**src/rtl/spq_pkg.sv**
```systemverilog
package spq_pkg;

  // Number of entries the queue holds
  localparam int CAPACITY = 16;
  localparam int CNT_W    = $clog2(CAPACITY + 1);

  localparam int PAYLOAD_W = 32;
  localparam int RANK_W    = 16;
  localparam int OCC_W     = 5;
  localparam int STATUS_W  = 2;

  // Operation codes
  localparam logic KIND_PUSH = 1'b0;
  localparam logic KIND_POP  = 1'b1;

  // Status codes
  localparam logic [STATUS_W-1:0] ST_OK        = 2'd0;
  localparam logic [STATUS_W-1:0] ST_POP_EMPTY = 2'd1;
  localparam logic [STATUS_W-1:0] ST_PUSH_FULL = 2'd2;

  typedef struct packed {
    logic signed [PAYLOAD_W-1:0] payload;
    logic        [RANK_W-1:0]    rank;
  } entry_t;

  // Per-cycle command broadcast to every cell
  typedef struct packed {
    logic push;
    logic pop;
  } ctrl_t;

endpackage

```
**src/rtl/spq_cell.sv**
```systemverilog
module spq_cell (
  input  logic            clk,
  input  spq_pkg::ctrl_t  ctrl,
  input  spq_pkg::entry_t new_entry,
  input  spq_pkg::entry_t left_entry,
  input  logic            left_ge,
  input  spq_pkg::entry_t right_entry,
  input  logic            valid,
  output spq_pkg::entry_t entry,
  output logic            ge
);
  import spq_pkg::*;

  // Flag this slot as at or behind the insertion point
  assign ge = !valid || (entry.rank >= new_entry.rank);

  // On push, shift right from the insertion point and load the new entry there;
  // on pop, take the right neighbor's entry
  always_ff @(posedge clk) begin
    if (ctrl.push && ge) begin
      entry <= left_ge ? left_entry : new_entry;
    end else if (ctrl.pop) begin
      entry <= right_entry;
    end
  end

endmodule

```
**src/rtl/sorted_priority_queue.sv**
```systemverilog
// Sorted minimum priority queue of spq_pkg::CAPACITY entries, held in a row of
// cells in ascending rank order, so the lowest rank is served first and among
// equal ranks the newest entry. Every cell compares the broadcast rank with its
// own in parallel, so one push or pop is taken per clock cycle: busy stays low,
// and the result of an item appears on the result ports, marked by done, in the
// cycle right after the item was taken. The result is shown for that one cycle
// only; the receiver cannot stall it and must capture it when done is high.
// A push to a full queue and a pop from an empty one are reported in status
// and leave the queue unchanged.
module sorted_priority_queue (
  input  logic                                   clk,
  input  logic                                   rst,
  input  logic                                   start,
  output logic                                   busy,
  input  logic                                   kind,
  input  logic signed [spq_pkg::PAYLOAD_W-1:0]   payload,
  input  logic        [spq_pkg::RANK_W-1:0]      rank,
  output logic                                   done,
  output logic signed [spq_pkg::PAYLOAD_W-1:0]   popped_payload,
  output logic                                   popped_valid,
  output logic        [spq_pkg::STATUS_W-1:0]    status,
  output logic signed [spq_pkg::PAYLOAD_W-1:0]   head_payload,
  output logic                                   is_empty,
  output logic        [spq_pkg::OCC_W-1:0]       occupancy
);
  import spq_pkg::*;

  logic             accept;
  logic             full;
  logic             empty;
  ctrl_t            ctrl;
  entry_t           new_entry;
  entry_t           cells   [CAPACITY];
  logic             ge      [CAPACITY];
  logic             valid   [CAPACITY];
  entry_t           right_in[CAPACITY];
  logic [CNT_W-1:0] count;
  logic [CNT_W-1:0] count_next;
  logic signed [PAYLOAD_W-1:0] head_next;
  logic [STATUS_W-1:0]         status_next;

  assign busy   = 1'b0;
  assign accept = start && !busy;
  assign full   = (count == CNT_W'(CAPACITY));
  assign empty  = (count == '0);

  assign ctrl.push = accept && (kind == KIND_PUSH) && !full;
  assign ctrl.pop  = accept && (kind == KIND_POP) && !empty;

  assign new_entry.payload = payload;
  assign new_entry.rank    = rank;

  // Build the row of cells; slot 0 is the head
  for (genvar i = 0; i < CAPACITY; i++) begin : g_cell
    assign valid[i] = (CNT_W'(i) < count);

    if (i == CAPACITY - 1) begin : g_last
      assign right_in[i] = '0;
    end else begin : g_mid
      assign right_in[i] = cells[i+1];
    end

    if (i == 0) begin : g_head
      spq_cell u_cell (
        .clk        (clk),
        .ctrl       (ctrl),
        .new_entry  (new_entry),
        .left_entry (new_entry),
        .left_ge    (1'b0),
        .right_entry(right_in[i]),
        .valid      (valid[i]),
        .entry      (cells[i]),
        .ge         (ge[i])
      );
    end else begin : g_body
      spq_cell u_cell (
        .clk        (clk),
        .ctrl       (ctrl),
        .new_entry  (new_entry),
        .left_entry (cells[i-1]),
        .left_ge    (ge[i-1]),
        .right_entry(right_in[i]),
        .valid      (valid[i]),
        .entry      (cells[i]),
        .ge         (ge[i])
      );
    end
  end

  // Track the fill count
  always_comb begin
    count_next = count;
    if (ctrl.push) begin
      count_next = count + 1'b1;
    end else if (ctrl.pop) begin
      count_next = count - 1'b1;
    end
  end

  // Head after the operation, taken from the cells' next values
  always_comb begin
    if (ctrl.pop) begin
      head_next = (CAPACITY > 1) ? right_in[0].payload : '0;
    end else if (ctrl.push && ge[0]) begin
      head_next = payload;
    end else begin
      head_next = cells[0].payload;
    end
    if (count_next == '0) begin
      head_next = '0;
    end
  end

  always_comb begin
    status_next = ST_OK;
    if (accept && (kind == KIND_PUSH) && full) begin
      status_next = ST_PUSH_FULL;
    end else if (accept && (kind == KIND_POP) && empty) begin
      status_next = ST_POP_EMPTY;
    end
  end

  // Advance control state
  always_ff @(posedge clk) begin
    if (rst) begin
      count <= '0;
      done  <= 1'b0;
    end else begin
      count <= count_next;
      done  <= accept;
    end
  end

  // Register the result of each transfer
  always_ff @(posedge clk) begin
    popped_payload <= ctrl.pop ? cells[0].payload : '0;
    popped_valid   <= ctrl.pop;
    status         <= status_next;
    head_payload   <= head_next;
    is_empty       <= (count_next == '0);
    occupancy      <= OCC_W'(count_next);
  end

endmodule
```
**config.mk**
```make
export PLATFORM = sky130hd
export DESIGN_NAME = sorted_priority_queue
export DESIGN_NICKNAME = d
export VERILOG_FILES = /design/src/rtl/spq_pkg.sv /design/src/rtl/spq_cell.sv /design/src/rtl/sorted_priority_queue.sv
export SDC_FILE = /design/constraint.sdc
export NUM_CORES = 2
export LEC_CHECK = 0
export ABC_CLOCK_PERIOD_IN_PS = 9500
export BUFFER_PORTS_ARGS = -buffer_cell sky130_fd_sc_hd__buf_2
export CAP_MARGIN = 20
export CORE_UTILIZATION = 60
export CTS_CLUSTER_SIZE = 14
export DETAILED_ROUTE_END_ITERATION = 7
export GPL_TIMING_DRIVEN = 0
export PLACE_DENSITY = 0.77
export SETUP_SLACK_MARGIN = 0.2
export SKIP_LAST_GASP = 1
export SYNTH_ARGS = -nofsm -noshare
export SYNTH_HDL_FRONTEND = slang
export SYNTH_SLANG_ARGS = --single-unit
export TNS_END_PERCENT = 1
```
**constraint.sdc**
```tcl
create_clock -name clk -period 9.5 [get_ports clk]
set_input_delay 1.9 -clock clk [delete_from_list [all_inputs] [get_ports clk]]
set_output_delay 1.9 -clock clk [all_outputs]
set_load 0.1 [all_outputs]
```
## Word-level counts from Yosys, hierarchy flattened

Cells that the tools add are included.
Widths: inputs -> output; s select.

- Flip-flop bits (word level): 847
- Bits in latches: 0
- RAM bits: 0
- Bits in read-only memories: 0
- Bits of input ports: 52
- Output and inout bits: 75
- Word-level logic and storage cells: 202
- Memories kept: 0

- Add/subtract/negate cells: 2
- $mul: 0
- Divide/modulo/power cells: 0
- Order comparisons: 32
- Equal/unequal tests: 1
- Shifts and indexed selects: 0
- Mux-type cells: 52
- Bitwise logic cells: 1
- Reductions and logical operators: 74

Operator list:

| cell | count |
|---|---|
| $mux 48 | 47 |
| $ge 16x16->1 | 16 |
| $mux 32 | 2 |
| $lt 4x5->1 const A | 8 |
| $reduce_bool 2->1 | 16 |
| $logic_and 1x1->1 | 22 |
| $lt 3x5->1 const A | 4 |
| $logic_not 1->1 | 18 |
| $logic_or 1x1->1 | 16 |
| $logic_not 5->1 | 2 |
| $lt 1x5->1 const A | 2 |
| $lt 2x5->1 const A | 2 |
| $mux 5 | 2 |
| $add 5x1->5 const B | 1 |
| $eq 5x5->1 const B | 1 |
| $sub 5x1->5 const B | 1 |
| $mux 1 | 1 |
| $not 1->1 | 1 |

## Logic depth before layout (Yosys ltp)

- Depth in word-level cells: 6
- Mapped depth: 12
- Depth with buffers taken out: 9

## Modules after synthesis

Synthesis repeated with hierarchy kept, for this count alone.

- Cells, all modules: 4,030
- Area, all modules: 52,132.5 µm²

By module, submodules not included:

| module | times used | cells each | area an instance (µm²) | sequential area each (µm²) |
|---|---|---|---|---|
| spq_cell at g_cell[0].g_head.u_cell ... | 11 | 230 | 3,055.4 | 1,441.4 |
| spq_cell at g_cell[5].g_body.u_cell ... | 5 | 230 | 3,062.9 | 1,441.4 |
| sorted_priority_queue | 1 | 350 | 3,208.1 | 1,581.5 |

## Worst setup path before layout

OpenSTA, ideal clock, no wires.

- Path type: input port to flip-flop
- Start point: in rank[11] in the netlist's numbering
- End point: reg g_cell[11].g_body.u_cell.entry[0] in the netlist's numbering, enable pin
- Library setup time: 0.520 ns
- Arrival: 6.977 ns
- Data required time: 8.980 ns
- Slack: 2.003 ns
- Stages: 8
- Buffers on the path: 2
- Path through: inv_1 -> ha_1 -> nand4_1 -> a2111oi_0 -> a211oi_2 -> buf_4 -> buf_4 -> o21ai_0

- Word-level cells in the longest chain between the ends: 4

RTL lines:

| item | line | RTL |
|---|---|---|
| start: declaration | sorted_priority_queue.sv:17 | `input logic [spq_pkg::RANK_W-1:0] rank,` |
| $ge 16x16->1 | spq_cell.sv:15 | `assign ge = !valid \|\| (entry.rank >= new_entry.rank);` |
| $logic_or 1x1->1 | spq_cell.sv:15 |  |
| $logic_and 1x1->1 | spq_cell.sv:20 | `if (ctrl.push && ge) begin` |
| $reduce_bool 2->1 (no line) | n/a |  |
| end signal: assignment | spq_cell.sv:21 | `entry <= left_ge ? left_entry : new_entry;` |
| end signal: assignment | spq_cell.sv:23 | `entry <= right_entry;` |
| end: declaration | spq_cell.sv:9 | `output spq_pkg::entry_t entry,` |

No other way between the ends.
A chain may end at the register's enable or synchronous reset.

## Final worst setup path

- Start point: in rank[13] in the netlist's numbering
- End point: reg g_cell[15].g_body.u_cell.entry[29] in the netlist's numbering, enable pin

- Word-level cells in the longest chain between the ends: 4

RTL lines:

| item | line |
|---|---|
| $ge 16x16->1 | spq_cell.sv:15 |
| $logic_or 1x1->1 | spq_cell.sv:15 |
| $logic_and 1x1->1 | spq_cell.sv:20 |
| $reduce_bool 2->1 (no line) | n/a |
| end signal: assignment | spq_cell.sv:21 |
| end signal: assignment | spq_cell.sv:23 |
| end: declaration | spq_cell.sv:9 |

No other way between the ends.

==> summary.md <==
| Metric | Value |
|---|---|
| Run status | `finished, final reports clean` |
| First-pass DRT Iterations | `7` |
| Vias | `41000` |
| Multi-input gate area | `23400 um2` |
| FILL cells | `6235` |
| Sequential fraction of the synthesis area | `49.1%` |
| Sequential Power Share | `43.8%` |
| Post-CTS setup repair buffer count | `0` |
| FP Rows | `105` |
| Clk pwr share | `31.7%` |
| CP startpoint kind | `input pin` |
| P_leak | `0.0210 uW` |
| Initial antenna violation count | `6` |
| Initial DRC count | `6249` |
| Mapped Area | `50200 um2` |
| Gpl congestion | `0.995` |
| Port bufs | `93` |
| Largest net degree at the start of global routing | `33` |
| CP required | `9.91 ns` |
| Via density | `6.83` |
| Yosys cell types | `69` |
| CTS hold repair buffers | `0` |
| First-pass GRT wire length | `235000 um` |
| HPWL after DPL | `126000 um` |
| Fin nets | `5170` |
| CTS root buf | `clkbuf_16` |
| Most used cell, CP | `clkbuf_1` |
| GRT overflow | `0` |
| EDFF count, synth | `768` |
| Final antenna-violating net count | `0` |
| H-tree depth | `3` |
| Post-Syn Instances | `4654` |
| Pint | `7660 uW` |
| Vias in the first global route | `38800` |
| Mapped Nets | `4965` |
| Slowest cell on crit path | `inv_1` |
| CP max FO | `18` |
| Max Buffers Root-to-Sink | `3` |
| GRT Resource Usage Total | `36.7%` |
| Minimum clock period | `5.91 ns` |
| Asr flop ratio synth | `0%` |
| Io pins | `127` |
| Drt total wl | `159000 um` |
| Final period utilization | `62.2%` |
| Total Power | `11600 uW` |
| Setup violations, final | `0` |
| Ys flop type | `edfxtp_1` |
| Switching pwr | `3900 uW` |
| Fin Setup TNS | `0 ns` |
| Skew-Pair Late Insertion Delay | `0.67 ns` |
| Worst Tran Pin Value | `1.13 ns` |
| Slew headroom | `24.4%` |
| Total CTS buffers | `91` |
| RSZ-0062 raised after global routing | `false` |
| Die X | `291 um` |
| Reg area | `24600 um2` |
| Initial Util | `60.9%` |
| Max_cap viols | `0` |
| Area Overhead vs Synth | `10.6%` |
| Peak Freq | `169 MHz` |
| WP data arrival | `6.32 ns` |
| Max incr delay on CP | `0.72 ns` |
| Synth warnings | `0` |
| Switching fraction of total power | `33.7%` |
| Clock skew | `0.0240 ns` |
| CTS Sinks | `847` |
| Peak supply drop | `0.000161 V` |
| Critical path class | `input pin to register` |
| Delay-heaviest family, CP | `buffers and inverters` |
| Core area | `82400 um2` |
| Seq cells post-synth | `847` |
| Buf+Inv Stages, Crit Path | `5` |
| PostCTS Resize Cnt | `0` |
| Clock transition at path regs | `0.06 ns` |
| Crit-path cells | `buf_2 > inv_1 > ha_1 > a21oi_1 > nor2b_1 > o21ai_0 > nand4_1 > a41oi_1 > clkbuf_1 > clkbuf_1 > o21ai_4 > buf_16` |
| Die ar. | `84700 um2` |
| Share of layout cells above drive strength 1 | `10.7%` |
| Crit path capture type | `register` |
| Die Span Y | `291 um` |
| Comb pwr share | `24.5%` |
| Final Hold Fails | `0` |
| Drt drc | `0` |
| WL per Instance | `26.6 um` |
| Syn avg cell area | `10.8 um2` |
| Power Density | `208 nW/um2` |
| CTS tree | `yes` |
| Final Slew Violations | `0` |
| Min-Delay Path Class | `register to register` |
==> final timing paths <==
check                                        to  slack, ns  cells past startpoint                         startpoint
max          g_cell[15].g_body.u_cell.entry[29]       3.59                     12                           rank[13]
max reg2reg  g_cell[15].g_body.u_cell.entry[29]       4.96                     11                           count[1]
min                           popped_payload[1]       0.52                      1  g_cell[0].g_head.u_cell.entry[17]
min reg2reg                   popped_payload[1]       0.52                      1  g_cell[0].g_head.u_cell.entry[17]
==> cells in the mapped netlist, drive strengths merged (3+ instances only) <==
| master | number | area, um2 |
|---|---|---|
| a31o | 4 | 35.0 |
| or3 | 4 | 25.0 |
| mux2i | 531 | 5320 |
| mux2 | 174 | 1960 |
| nand2 | 223 | 837 |
| o211a | 3 | 30.0 |
| nor2 | 126 | 473 |
| nor3 | 26 | 130 |
| buf | 124 | 609 |
| inv | 48 | 180 |
| nand4 | 28 | 175 |
| o311ai | 48 | 420 |
| a32oi | 26 | 228 |
| o2111ai | 6 | 52.6 |
| a2111oi | 4 | 35.0 |
| a41oi | 5 | 43.8 |
| clkbuf | 358 | 1340 |
| nand2b | 30 | 188 |
| nor2b | 54 | 338 |
| o21a | 14 | 105 |
| dfxtp | 79 | 1580 |
| a31oi | 104 | 651 |
| ha | 259 | 3240 |
| and4 | 4 | 35.0 |
| and2 | 85 | 532 |
| edfxtp | 768 | 23100 |
| a21oi | 709 | 3550 |
| a211o | 11 | 96.3 |
| nor4 | 3 | 33.8 |
| o211ai | 94 | 706 |
| a221oi | 53 | 470 |
| o21ai | 464 | 2320 |
| nand3 | 13 | 65.1 |
| or2 | 3 | 18.8 |
| a211oi | 92 | 701 |
| and3 | 34 | 213 |
| a21o | 17 | 128 |
==> cell type report <==
cell class	count	area share (%)
sequential	847	44.4
antenna	3	0.0135
timing repair buffer	112	1.57
tap	1070	2.41
inverter	48	0.325
clock inverter	46	0.785
clock buffer	120	4.68
buffer	482	3.52
multi-input combinational	3277	42.3
==> routing by layer <==
metal / wire, um / vias up / global-route usage [%]
li1: - / 18300 / -
met1: 63100 / 19500 / 51.3
met2: 70800 / 2818 / 57.0
met3: 18800 / 394 / 6.01
met4: 6840 / 0 / 14.8
met5: 0 / - / 0
==> metrics by stage <==
| step | area, um2 | setup WS [ns] | hold slack, ns | utilization (%) | instances |
|---|---|---|---|---|---|
| final | 55500 | 3.59 | 0.517 | 67.3 | 6005 |
| after global routing | 55500 | 3.44 | 0.539 | 67.3 | 6004 |
| after CTS | 55400 | 3.64 | 0.522 | 67.3 | 6001 |
| after detailed placement | 52400 | 2.97 | 0.508 | 63.6 | 5835 |
| after global placement | 52000 | -1.01 | 0.504 | 63.1 | 5817 |
| after floorplan | 50200 | 2.00 | 0.465 | - | 4654 |
==> cell families after synthesis <==
| logic type | after synthesis | share of synthesized area, % |
|---|---|---|
| simple gates | 641 | 6.25 |
| fa+ha+maj | 259 | 6.46 |
| buf+inv | 530 | 4.25 |
| other cells | 1 | 0.00748 |
| mux | 705 | 14.5 |
| xor+xnor | 2 | 0.0349 |
| flops | 847 | 49.1 |
| compound gates | 1669 | 19.3 |
==> placed cells by master, fill, tap and decap left out, drive strengths merged, types with 5 or more instances in the layout <==
cell      count
edfxtp      768
a21oi       709
mux2i       531
clkbuf      478
o21ai       464
ha          259
buf         236
nand2       223
mux2        174
nor2        126
a31oi       104
o211ai       94
a211oi       92
and2         85
dfxtp        79
nor2b        54
a221oi       53
inv          49
o311ai       48
and3         34
nand2b       30
clkinv       30
nand4        28
nor3         26
a32oi        26
a21o         17
o21a         14
nand3        13
a211o        11
clkinvlp      9
o2111ai       6
bufinv        6
a41oi         5
==> sequential cells by signal, indices dropped and copies added (netlist names) <==
register	cells
status	2
popped_valid	1
occupancy	5
g_cell.g_body.u_cell.entry	720
is_empty	1
head_payload	32
done	1
popped_payload	32
count	5
g_cell.g_head.u_cell.entry	48
==> power groups by stage <==
stage | sequential (uW) | combinational [uW] | clock [uW]
final | 5060 | 2830 | 3670
after global routing | 5090 | 3010 | 3770
after CTS | 5040 | 2760 | 3640
after detailed placement | 5100 | 2750 | 0
after global placement | 5120 | 2620 | 0
after floorplan | 5450 | 1520 | 0
(Power assumes the default switching activity.)
